<file path="src/hw/rtl/tlc_pkg.sv">
package tlc_pkg;

  typedef logic [7:0] chan_t;
  // Channel order inside a pixel: 0 red, 1 green, 2 blue, 3 alpha.
  typedef chan_t [3:0] pix_t;

  typedef enum logic [2:0] {
    BM_NORMAL     = 3'd0,
    BM_LEGACY_MUL = 3'd1,
    BM_MULTIPLY   = 3'd2,
    BM_ADD        = 3'd3,
    BM_SUBTRACT   = 3'd4,
    BM_DARKEN     = 3'd5,
    BM_LIGHTEN    = 3'd6,
    BM_PASS       = 3'd7
  } blend_t;

  typedef enum logic [2:0] {
    MIX_NONE  = 3'd0,
    MIX_ALPHA = 3'd1,
    MIX_RED   = 3'd2,
    MIX_GREEN = 3'd3,
    MIX_BLUE  = 3'd4,
    MIX_AVG   = 3'd5
  } mix_t;

  typedef enum logic [3:0] {
    REG_BLEND_MODE   = 4'd0,
    REG_LAYER_WEIGHT = 4'd1,
    REG_CHANNEL_MIX  = 4'd2,
    REG_INVERT_COLOR = 4'd3
  } reg_idx_t;

  localparam int CHANS       = 4;
  localparam int COLOR_CHANS = 3;
  localparam int ALPHA_CH    = 3;

  localparam logic [8:0]  WEIGHT_FULL = 9'd256;
  localparam logic [7:0]  CHAN_MAX    = 8'd255;
  localparam logic [16:0] ROUND_HALF  = 17'd128;

  // Average of rgb: round(sum * 0.3333), i.e. (sum*3333 + 5000) / 10000.
  // The division is a multiply by ceil(2^36 / 10000), exact over the sum range.
  localparam logic [21:0] AVG_MUL   = 22'd3333;
  localparam logic [21:0] AVG_BIAS  = 22'd5000;
  localparam logic [44:0] AVG_RECIP = 45'd6871948;
  localparam int          AVG_SHIFT = 36;

  // Rounding bias for the divide by 255*256.
  localparam logic [25:0] DIV_BIAS = 26'd32640;

  typedef struct packed {
    blend_t     mode;
    logic [8:0] weight;      // clamped to 0..256
    logic [8:0] inv_weight;  // 256 - weight
    mix_t       mix;
    logic       invert;
  } cfg_t;

  typedef struct packed {
    pix_t lay;
    pix_t base;
    logic first;
  } pixpair_t;

endpackage

</file>
<file path="src/hw/rtl/tlc_prep.sv">
module tlc_prep (
  input  logic            clk,
  input  logic            rst_n,
  input  tlc_pkg::cfg_t     cfg,
  input  logic            in_valid,
  output logic            in_ready,
  input  tlc_pkg::pixpair_t in_pix,
  output logic            out_valid,
  input  logic            out_ready,
  output tlc_pkg::pixpair_t out_pix
);
  import tlc_pkg::*;

  logic        s1_valid_r;
  pixpair_t    s1_pix_r;
  logic [21:0] s1_avg_r;
  logic        s2_valid_r;
  pixpair_t    s2_pix_r;

  logic        s1_ready;
  logic        s2_ready;
  logic [9:0]  sum;
  logic [21:0] avg_nxt;
  logic [44:0] avg_prod;
  logic [8:0]  gray_full;
  chan_t       gray;
  pixpair_t    s2_pix_nxt;

  assign s2_ready  = !s2_valid_r || out_ready;
  assign s1_ready  = !s1_valid_r || s2_ready;
  assign in_ready  = s1_ready;
  assign out_valid = s2_valid_r;
  assign out_pix   = s2_pix_r;

  // Stage 1: weighted sum for the rgb average.
  always_comb begin
    sum     = 10'(in_pix.lay[0]) + 10'(in_pix.lay[1]) + 10'(in_pix.lay[2]);
    avg_nxt = 22'(sum) * AVG_MUL + AVG_BIAS;
  end

  // Stage 2: finish the average, then channel selection and inversion.
  always_comb begin
    avg_prod  = 45'(s1_avg_r) * AVG_RECIP;
    gray_full = 9'(avg_prod >> AVG_SHIFT);
    gray      = (gray_full > 9'(CHAN_MAX)) ? CHAN_MAX : gray_full[7:0];

    s2_pix_nxt = s1_pix_r;
    case (cfg.mix)
      MIX_ALPHA: begin
        s2_pix_nxt.lay = {CHAN_MAX, {COLOR_CHANS{s1_pix_r.lay[3]}}};
      end
      MIX_RED: begin
        s2_pix_nxt.lay = {CHAN_MAX, {COLOR_CHANS{s1_pix_r.lay[0]}}};
      end
      MIX_GREEN: begin
        s2_pix_nxt.lay = {CHAN_MAX, {COLOR_CHANS{s1_pix_r.lay[1]}}};
      end
      MIX_BLUE: begin
        s2_pix_nxt.lay = {CHAN_MAX, {COLOR_CHANS{s1_pix_r.lay[2]}}};
      end
      MIX_AVG: begin
        s2_pix_nxt.lay = {CHAN_MAX, {COLOR_CHANS{gray}}};
      end
      default: begin
        s2_pix_nxt.lay = s1_pix_r.lay;
      end
    endcase

    if (cfg.invert) begin
      for (int k = 0; k < COLOR_CHANS; k++) begin
        s2_pix_nxt.lay[k] = ~s2_pix_nxt.lay[k];
      end
    end
  end

  always_ff @(posedge clk) begin
    if (!rst_n) begin
      s1_valid_r <= 1'b0;
      s2_valid_r <= 1'b0;
    end else begin
      if (s1_ready) begin
        s1_valid_r <= in_valid;
      end
      if (s2_ready) begin
        s2_valid_r <= s1_valid_r;
      end
    end
  end

  always_ff @(posedge clk) begin
    if (s1_ready && in_valid) begin
      s1_pix_r <= in_pix;
      s1_avg_r <= avg_nxt;
    end
    if (s2_ready && s1_valid_r) begin
      s2_pix_r <= s2_pix_nxt;
    end
  end

endmodule

</file>
<file path="src/hw/rtl/tlc_blend.sv">
module tlc_blend (
  input  logic            clk,
  input  logic            rst_n,
  input  tlc_pkg::cfg_t     cfg,
  input  logic            in_valid,
  output logic            in_ready,
  input  tlc_pkg::pixpair_t in_pix,
  output logic            out_valid,
  input  logic            out_ready,
  output tlc_pkg::pix_t     out_pix
);
  import tlc_pkg::*;

  logic        s3_valid_r;
  pixpair_t    s3_pix_r;
  logic [16:0] s3_lw_r [CHANS];
  logic [16:0] s3_bv_r [CHANS];
  logic [15:0] s3_lb_r [CHANS];
  logic [16:0] s3_mw_r [CHANS];

  logic        s4_valid_r;
  pix_t        s4_simple_r;
  logic [25:0] s4_prod_r [CHANS];
  logic        s4_div_r;

  logic        s5_valid_r;
  pix_t        s5_pix_r;

  logic        s3_ready;
  logic        s4_ready;
  logic        s5_ready;
  logic [16:0] wv255;
  logic [16:0] lw_nxt [CHANS];
  logic [16:0] bv_nxt [CHANS];
  logic [15:0] lb_nxt [CHANS];
  logic [16:0] mw_nxt [CHANS];
  pix_t        simple_nxt;
  logic [25:0] prod_nxt [CHANS];
  logic        div_nxt;
  pix_t        s5_pix_nxt;

  assign s5_ready  = !s5_valid_r || out_ready;
  assign s4_ready  = !s4_valid_r || s5_ready;
  assign s3_ready  = !s3_valid_r || s4_ready;
  assign in_ready  = s3_ready;
  assign out_valid = s5_valid_r;
  assign out_pix   = s5_pix_r;

  // 255 * (256 - weight), the white or unit term of the first-layer and multiply modes.
  assign wv255 = 17'({cfg.inv_weight, 8'b0}) - 17'(cfg.inv_weight);

  // Stage 3: the channel products.
  always_comb begin
    for (int k = 0; k < CHANS; k++) begin
      lw_nxt[k] = 17'(in_pix.lay[k]) * 17'(cfg.weight);
      bv_nxt[k] = 17'(in_pix.base[k]) * 17'(cfg.inv_weight);
      lb_nxt[k] = 16'(in_pix.lay[k]) * 16'(in_pix.base[k]);
      mw_nxt[k] = wv255 + lw_nxt[k];
    end
  end

  // Stage 4: the modes that need no divide, and the product for the two that do.
  always_comb begin
    logic [16:0] acc;
    logic [7:0]  lws;
    logic [8:0]  sat;
    logic [16:0] op_a;
    logic [8:0]  op_b;
    div_nxt = (cfg.weight != 9'd0) && !s3_pix_r.first &&
              ((cfg.mode == BM_LEGACY_MUL) || (cfg.mode == BM_MULTIPLY));
    for (int k = 0; k < CHANS; k++) begin
      lws = 8'((s3_lw_r[k] + ROUND_HALF) >> 8);
      acc = 17'd0;
      sat = 9'd0;
      if (cfg.weight == 9'd0) begin
        simple_nxt[k] = s3_pix_r.base[k];
      end else if (s3_pix_r.first) begin
        acc           = s3_lw_r[k] + wv255 + ROUND_HALF;
        simple_nxt[k] = acc[15:8];
      end else begin
        case (cfg.mode)
          BM_NORMAL: begin
            acc           = s3_lw_r[k] + s3_bv_r[k] + ROUND_HALF;
            simple_nxt[k] = acc[15:8];
          end
          BM_ADD: begin
            sat           = 9'(s3_pix_r.base[k]) + 9'(lws);
            simple_nxt[k] = sat[8] ? CHAN_MAX : sat[7:0];
          end
          BM_SUBTRACT: begin
            simple_nxt[k] = (s3_pix_r.base[k] > lws) ? (s3_pix_r.base[k] - lws) : 8'd0;
          end
          BM_DARKEN: begin
            if (k == ALPHA_CH) begin
              simple_nxt[k] = s3_pix_r.lay[k];
            end else begin
              simple_nxt[k] = (s3_pix_r.base[k] < lws) ? s3_pix_r.base[k] : lws;
            end
          end
          BM_LIGHTEN: begin
            if (k == ALPHA_CH) begin
              simple_nxt[k] = s3_pix_r.lay[k];
            end else begin
              simple_nxt[k] = (s3_pix_r.base[k] > lws) ? s3_pix_r.base[k] : lws;
            end
          end
          default: begin
            simple_nxt[k] = s3_pix_r.lay[k];
          end
        endcase
      end

      if (cfg.mode == BM_LEGACY_MUL) begin
        op_a = 17'(s3_lb_r[k]);
        op_b = cfg.weight;
      end else begin
        op_a = s3_mw_r[k];
        op_b = 9'(s3_pix_r.base[k]);
      end
      prod_nxt[k] = 26'(op_a) * 26'(op_b);
    end
  end

  // Stage 5: rounded divide by 255*256 as a shift by 8 followed by an exact
  // divide by 255, (t + (t >> 8) + 1) >> 8, valid while the quotient is below 256.
  always_comb begin
    logic [25:0] z;
    logic [17:0] t;
    logic [10:0] q;
    for (int k = 0; k < CHANS; k++) begin
      z = s4_prod_r[k] + DIV_BIAS;
      t = z[25:8];
      q = 11'((19'(t) + 19'(t >> 8) + 19'd1) >> 8);
      if (s4_div_r) begin
        s5_pix_nxt[k] = (q > 11'(CHAN_MAX)) ? CHAN_MAX : q[7:0];
      end else begin
        s5_pix_nxt[k] = s4_simple_r[k];
      end
    end
  end

  always_ff @(posedge clk) begin
    if (!rst_n) begin
      s3_valid_r <= 1'b0;
      s4_valid_r <= 1'b0;
      s5_valid_r <= 1'b0;
    end else begin
      if (s3_ready) begin
        s3_valid_r <= in_valid;
      end
      if (s4_ready) begin
        s4_valid_r <= s3_valid_r;
      end
      if (s5_ready) begin
        s5_valid_r <= s4_valid_r;
      end
    end
  end

  always_ff @(posedge clk) begin
    if (s3_ready && in_valid) begin
      s3_pix_r <= in_pix;
      s3_lw_r  <= lw_nxt;
      s3_bv_r  <= bv_nxt;
      s3_lb_r  <= lb_nxt;
      s3_mw_r  <= mw_nxt;
    end
    if (s4_ready && s3_valid_r) begin
      s4_simple_r <= simple_nxt;
      s4_prod_r   <= prod_nxt;
      s4_div_r    <= div_nxt;
    end
    if (s5_ready && s4_valid_r) begin
      s5_pix_r <= s5_pix_nxt;
    end
  end

endmodule

</file>
<file path="src/hw/rtl/texture_layer_compositor.sv">
// Blends one texture layer pixel onto the composite pixel below it: optional
// grayscale channel selection, optional rgb inversion, then the weighted blend
// mode from the configuration registers (or a lerp against white for the first
// layer). The block takes one pixel word per clock while in_tready is high and
// returns one result word per pixel, in order. The five register stages are:
// rgb average sum, channel selection, channel products, blend and second
// product, and the divide by 255*256. Each stage holds its own valid bit, so a
// stall on the output fills the bubbles ahead of it before in_tready falls.
// Configuration writes are taken (cfg_ready is always high) and must be made
// while no pixel is in flight; register indexes above three are ignored.
module texture_layer_compositor (
  input  logic        clk,
  input  logic        rst_n,
  input  logic        in_tvalid,
  output logic        in_tready,
  // layer_red, layer_green, layer_blue, layer_alpha,
  // base_red, base_green, base_blue, base_alpha
  input  logic [63:0] in_tdata,
  // first_layer
  input  logic        in_tuser,
  output logic        out_tvalid,
  input  logic        out_tready,
  // out_red, out_green, out_blue, out_alpha
  output logic [31:0] out_tdata,
  input  logic        cfg_valid,
  output logic        cfg_ready,
  input  logic [3:0]  cfg_index,
  input  logic [8:0]  cfg_data
);
  import tlc_pkg::*;

  blend_t     mode_r;
  logic [8:0] weight_r;
  mix_t       mix_r;
  logic       invert_r;

  cfg_t       cfg;
  pixpair_t   in_pix;
  pixpair_t   mid_pix;
  logic       mid_valid;
  logic       mid_ready;
  pix_t       res_pix;

  assign cfg_ready = 1'b1;

  always_ff @(posedge clk) begin
    if (!rst_n) begin
      mode_r   <= BM_NORMAL;
      weight_r <= WEIGHT_FULL;
      mix_r    <= MIX_NONE;
      invert_r <= 1'b0;
    end else if (cfg_valid && cfg_ready) begin
      unique case (cfg_index)
        REG_BLEND_MODE:   mode_r   <= blend_t'(cfg_data[2:0]);
        REG_LAYER_WEIGHT: weight_r <= cfg_data;
        REG_CHANNEL_MIX:  mix_r    <= mix_t'(cfg_data[2:0]);
        REG_INVERT_COLOR: invert_r <= cfg_data[0];
        default: ;
      endcase
    end
  end

  always_comb begin
    cfg.mode       = mode_r;
    cfg.weight     = (weight_r > WEIGHT_FULL) ? WEIGHT_FULL : weight_r;
    cfg.inv_weight = WEIGHT_FULL - cfg.weight;
    cfg.mix        = mix_r;
    cfg.invert     = invert_r;
  end

  always_comb begin
    for (int k = 0; k < CHANS; k++) begin
      in_pix.lay[k]  = in_tdata[8*k +: 8];
      in_pix.base[k] = in_tdata[8*(k + CHANS) +: 8];
    end
    in_pix.first = in_tuser;
  end

  tlc_prep u_prep (
    .clk       (clk),
    .rst_n     (rst_n),
    .cfg       (cfg),
    .in_valid  (in_tvalid),
    .in_ready  (in_tready),
    .in_pix    (in_pix),
    .out_valid (mid_valid),
    .out_ready (mid_ready),
    .out_pix   (mid_pix)
  );

  tlc_blend u_blend (
    .clk       (clk),
    .rst_n     (rst_n),
    .cfg       (cfg),
    .in_valid  (mid_valid),
    .in_ready  (mid_ready),
    .in_pix    (mid_pix),
    .out_valid (out_tvalid),
    .out_ready (out_tready),
    .out_pix   (res_pix)
  );

  assign out_tdata = res_pix;

  // The input side only backs up when a finished word is held at the output.
  a_stall_from_output: assert property (@(posedge clk) disable iff (!rst_n)
    !in_tready |-> (out_tvalid && !out_tready))
    else $error("input stalled while the output was free");

  // With the output draining, an accepted word comes out after passing every register stage.
  a_latency: assert property (@(posedge clk) disable iff (!rst_n)
    (in_tvalid && in_tready) ##1 out_tready ##1 out_tready ##1 out_tready
      ##1 out_tready |=> out_tvalid)
    else $error("accepted word did not reach the output in time");

endmodule
</file>
<file path="config.mk">
export PLATFORM = sky130hd
export DESIGN_NAME = texture_layer_compositor
export DESIGN_NICKNAME = d
export VERILOG_FILES = /design/src/hw/rtl/tlc_pkg.sv /design/src/hw/rtl/tlc_prep.sv /design/src/hw/rtl/tlc_blend.sv /design/src/hw/rtl/texture_layer_compositor.sv
export SDC_FILE = /design/constraint.sdc
export NUM_CORES = 2
export LEC_CHECK = 0
export ABC_AREA = 1
export ABC_CLOCK_PERIOD_IN_PS = 9700
export CAP_MARGIN = 25
export CORE_ASPECT_RATIO = 0.75
export CORE_MARGIN = 5
export CORE_UTILIZATION = 30
export DETAILED_ROUTE_END_ITERATION = 6
export DONT_BUFFER_PORTS = 1
export SYNTH_ARGS = -nofsm -noshare
export SYNTH_HDL_FRONTEND = slang
export SYNTH_SLANG_ARGS = --single-unit
</file>
<file path="constraint.sdc">
create_clock -name clk -period 9.7 [get_ports clk]
set_input_delay 1.455 -clock clk [delete_from_list [all_inputs] [get_ports clk]]
set_output_delay 1.455 -clock clk [all_outputs]
set_load 0.1 [all_outputs]
</file>
==> key figures <==
Clock network
  • Clock sinks: 639
  • CTS tree: built
  • Postcts setup bufs: 0
  • Clock tree buffer depth: 3
  • Worst skew pair latency: 0.76 ns
  • Clock root cell: clkbuf_16
  • CTS H-tree depth: 3
  • # resized after CTS: 0
  • CTS Buf Count: 80
  • Cts hold-fix bufs: 0
  • Worst-path clk slew: 0.06 ns

Drt
  • Total Wirelength: 291000 um
  • Wire length per cell: 19.1 um
  • Vias per cell: 4.81
  • DR pass1 iterations: 7
  • DR iter-0 viols: 7206
  • Remaining antenna violation count after routing: 0
  • Via count: 73.4k
  • DRC violations left: 0

Synthesis
  • FF+latch count, synth: 639
  • Post-synthesis mux area share: 0%
  • Simple-Gate Fraction of Synth Area: about 15%
  • Adder-cell share of the synthesized area: about two fifths
  • Synth warn: 0
  • Largest family of logic cells by synthesized area: adder cells
  • Syn avg cell area: roughly 8.4 sq um
  • Post-synth EDFFs: 618
  • Post-synth ARST share: 0%
  • Synth cell count leaders: 2363 x inv_1, 2015 x nand2_1, 1277 x ha_1
  • Synth Flop Type: edfxtp_1
  • Most common cell in the netlist: inv_1
  • Synth unique cells: 64
  • Area fraction in compound gates after synthesis: 8.63%
  • Synth Area in XOR/XNOR: 4.59%
  • Top cells by area, synth: fa_1 23%, edfxtp_1 20%, ha_1 17%
  • Post-Syn Instances: about 11k
  • Synth top area share: about a quarter
  • Cell taking the most area after synthesis: fa_1
  • Sequential area share after synthesis: between 20 and 25%
  • Area of the mapped netlist: 93400 sq um

Critical path
  • Slowest CP cell: inv_1
  • Worst r2r src: weight_r[4]$_SDFFE_PN0P_
  • Type of element launching the critical path: register
  • Most common cell on crit path: nand2_1
  • R2r worst-path depth: 31
  • Worst R2R Setup Slack: roughly 1.8 ns
  • R2r endpoint: u_blend.s3_mw_r[67]$_DFFE_PP_
  • CP arrival: 8.41 ns
  • Top delay family on crit path: adder cells
  • WS Path Type: reg2reg
  • CP peak stage delay: 0.90 ns
  • CP endpoint kind: register
  • CP bufs+invs: 6
  • Crit path max fanout: 20
  • Required time of the critical path: approximately 10 ns

Hold path
  • Min-Delay Endpoint: u_prep.out_pix[3]$_DFFE_PP_
  • Cells on Worst Hold Path: 0
  • Hold_sp: u_prep.s1_pix_r[3]$_DFFE_PP_
  • Hold crit path type: reg2reg

Status
  • Outcome: finished, final reports clean

Timing
  • Setup tns final: 0 ns
  • Fmax: 126 MHz
  • # setup viols final: 0
  • Layout Skew: 0.0511 ns
  • Min Tclk post-route: ~8 ns
  • Fin crit share: about four fifths
  • Worst slew pin tran: about 1.1 ns
  • Final Hold Vio Count: 0
  • Worst slew margin: 25.1%
  • Unrepaired setup endpoints after global routing: false
  • Slew Limit Fails: 0

Floorplan
  • Row cnt: 177
  • Die Ht: 493 um
  • I/O pin total: between 100 and 150
  • Initial Util: 30.1%
  • Core area: 310000 sq um
  • DIE AREA: 323000 sq um
  • DIE WIDTH: 654 um

Placed design
  • RD Place Congestion: 0.925
  • Inst Count DP: 15.1k
  • IO Port Bufs: 0
  • Dpl hpwl: 237000 um

Global route
  • Vias in the first global route: 71.2k
  • First-pass GRT wire length: approximately 440000 um
  • Largest net degree at the start of global routing: 168
  • GRT overflow: 0
  • Initial antenna violation count: 24
  • Global Route Usage Sum: 17.9%

Cells and area
  • Layout Nets: 13.5k
  • Share of post-route cells with drive strength above 1: approximately 3.3%
  • Filler cells: 32.5k
  • P&R area growth vs syn: 8.48%
  • Non-Filler Instances: 15.3k

Run
  • Max-cap violations: 0
worst register-to-register path, delay by kind of cell, from the launching register on:
family	cells	cell delay, ns
xor+xnor	1	0.45
buf+inv	6	1.20
flops	1	0.37
compound gates	6	1.42
fa+ha+maj	6	2.70
simple gates	12	1.53
cell families (layout without fill, tap and decap cells):
logic type               after synthesis  in the layout
AO/OA/AOI/OAI                       1455           1455
AND/OR/NAND/NOR                     3520           3520
buffers and inverters               2645           2656
other                                  2             17
flip-flops                           639            639
adder cells (fa/ha/maj)             2372           2372
XOR/XNOR                             490            490
cell usage in the layout (no fill, tap or decap), types with 35 or more instances in the layout:
master and count:
inv_1 2361, nand2_1 2015, ha_1 1277, fa_1 1095
nor2_1 941, a21oi_1 709, edfxtp_1 618, o21ai_0 433
xor2_1 360, nand3_1 271, xnor2_1 129, buf_4 116
nor3_1 86, clkbuf_16 80, nand4_1 68, or2_2 45
o21ai_1 36, a31oi_1 35
registers in the layout, indices dropped and copies added (netlist names), 9 cells and up:
| name | cells |
|---|---|
| u_prep.s1_avg_r | 22 |
| u_blend.s3_bv_r | 64 |
| u_blend.s3_lb_r | 64 |
| u_blend.s3_lw_r | 64 |
| u_blend.s3_mw_r | 68 |
| u_blend.out_pix | 32 |
| u_blend.s4_simple_r | 32 |
| u_blend.s3_pix_r | 65 |
| u_blend.s4_prod_r | 76 |
| u_prep.s1_pix_r | 65 |
| u_prep.out_pix | 65 |
| weight_r | 9 |
how the worst max path moves through the flow:
stage               cells after the start                               to                     start
floorplan                               8     u_blend.s3_bv_r[0]$_DFFE_PP_                out_tready
global placement                       33    u_blend.s3_mw_r[67]$_DFFE_PP_  weight_r[6]$_SDFFE_PN0P_
detailed placement                     33    u_blend.s3_mw_r[67]$_DFFE_PP_  weight_r[4]$_SDFFE_PN0P_
CTS                                    33    u_blend.s3_mw_r[67]$_DFFE_PP_  weight_r[4]$_SDFFE_PN0P_
global route                           24  u_blend.s4_prod_r[50]$_DFFE_PP_  weight_r[8]$_SDFFE_PN1P_
finish                                 31    u_blend.s3_mw_r[67]$_DFFE_PP_  weight_r[4]$_SDFFE_PN0P_
layer usage:
| layer | up-vias | track usage, % | routed length, um | part of all wire, % |
|---|---|---|---|---|
| met4 | 4 | 4.04 | 7030 | 2.4 |
| li1 | 35016 | - | - | - |
| met3 | 279 | 4.82 | 31300 | 11 |
| met5 | - | 0 | 34 | 0.012 |
| met1 | 35170 | 27.6 | 141000 | 48 |
| met2 | 2912 | 24.3 | 112000 | 38 |
layout make-up:
cell class,count,area (sq um),area share (%)
antenna,12,30.0,0.0296
clock buffer,84,2020,1.99
clock inverter,62,691,0.682
inverter,2388,8980,8.86
multi-input combinational,7842,64600,63.7
sequential,639,19000,18.7
tap,4117,5150,5.08
timing repair buffer,122,943,0.931
metrics by stage:
| step | util, % | hold WS (ns) | worst slack, ns | area, sq um |
|---|---|---|---|---|
| 2_1_floorplan | - | 0.400 | 0.979 | 93400 |
| 3_3_place_gp | 31.8 | 0.403 | 2.20 | 98500 |
| 3_5_place_dp | 31.8 | 0.405 | 2.02 | 98600 |
| 4_1_cts | 32.7 | 0.403 | 2.02 | 101000 |
| 5_1_grt | 32.7 | 0.424 | 1.45 | 101000 |
| 6_report | 32.7 | 0.398 | 1.77 | 101000 |
Power is left out: the tool's default activity adds up to more than one toggle a clock period on the data nets, which glitch-free logic cannot reach.
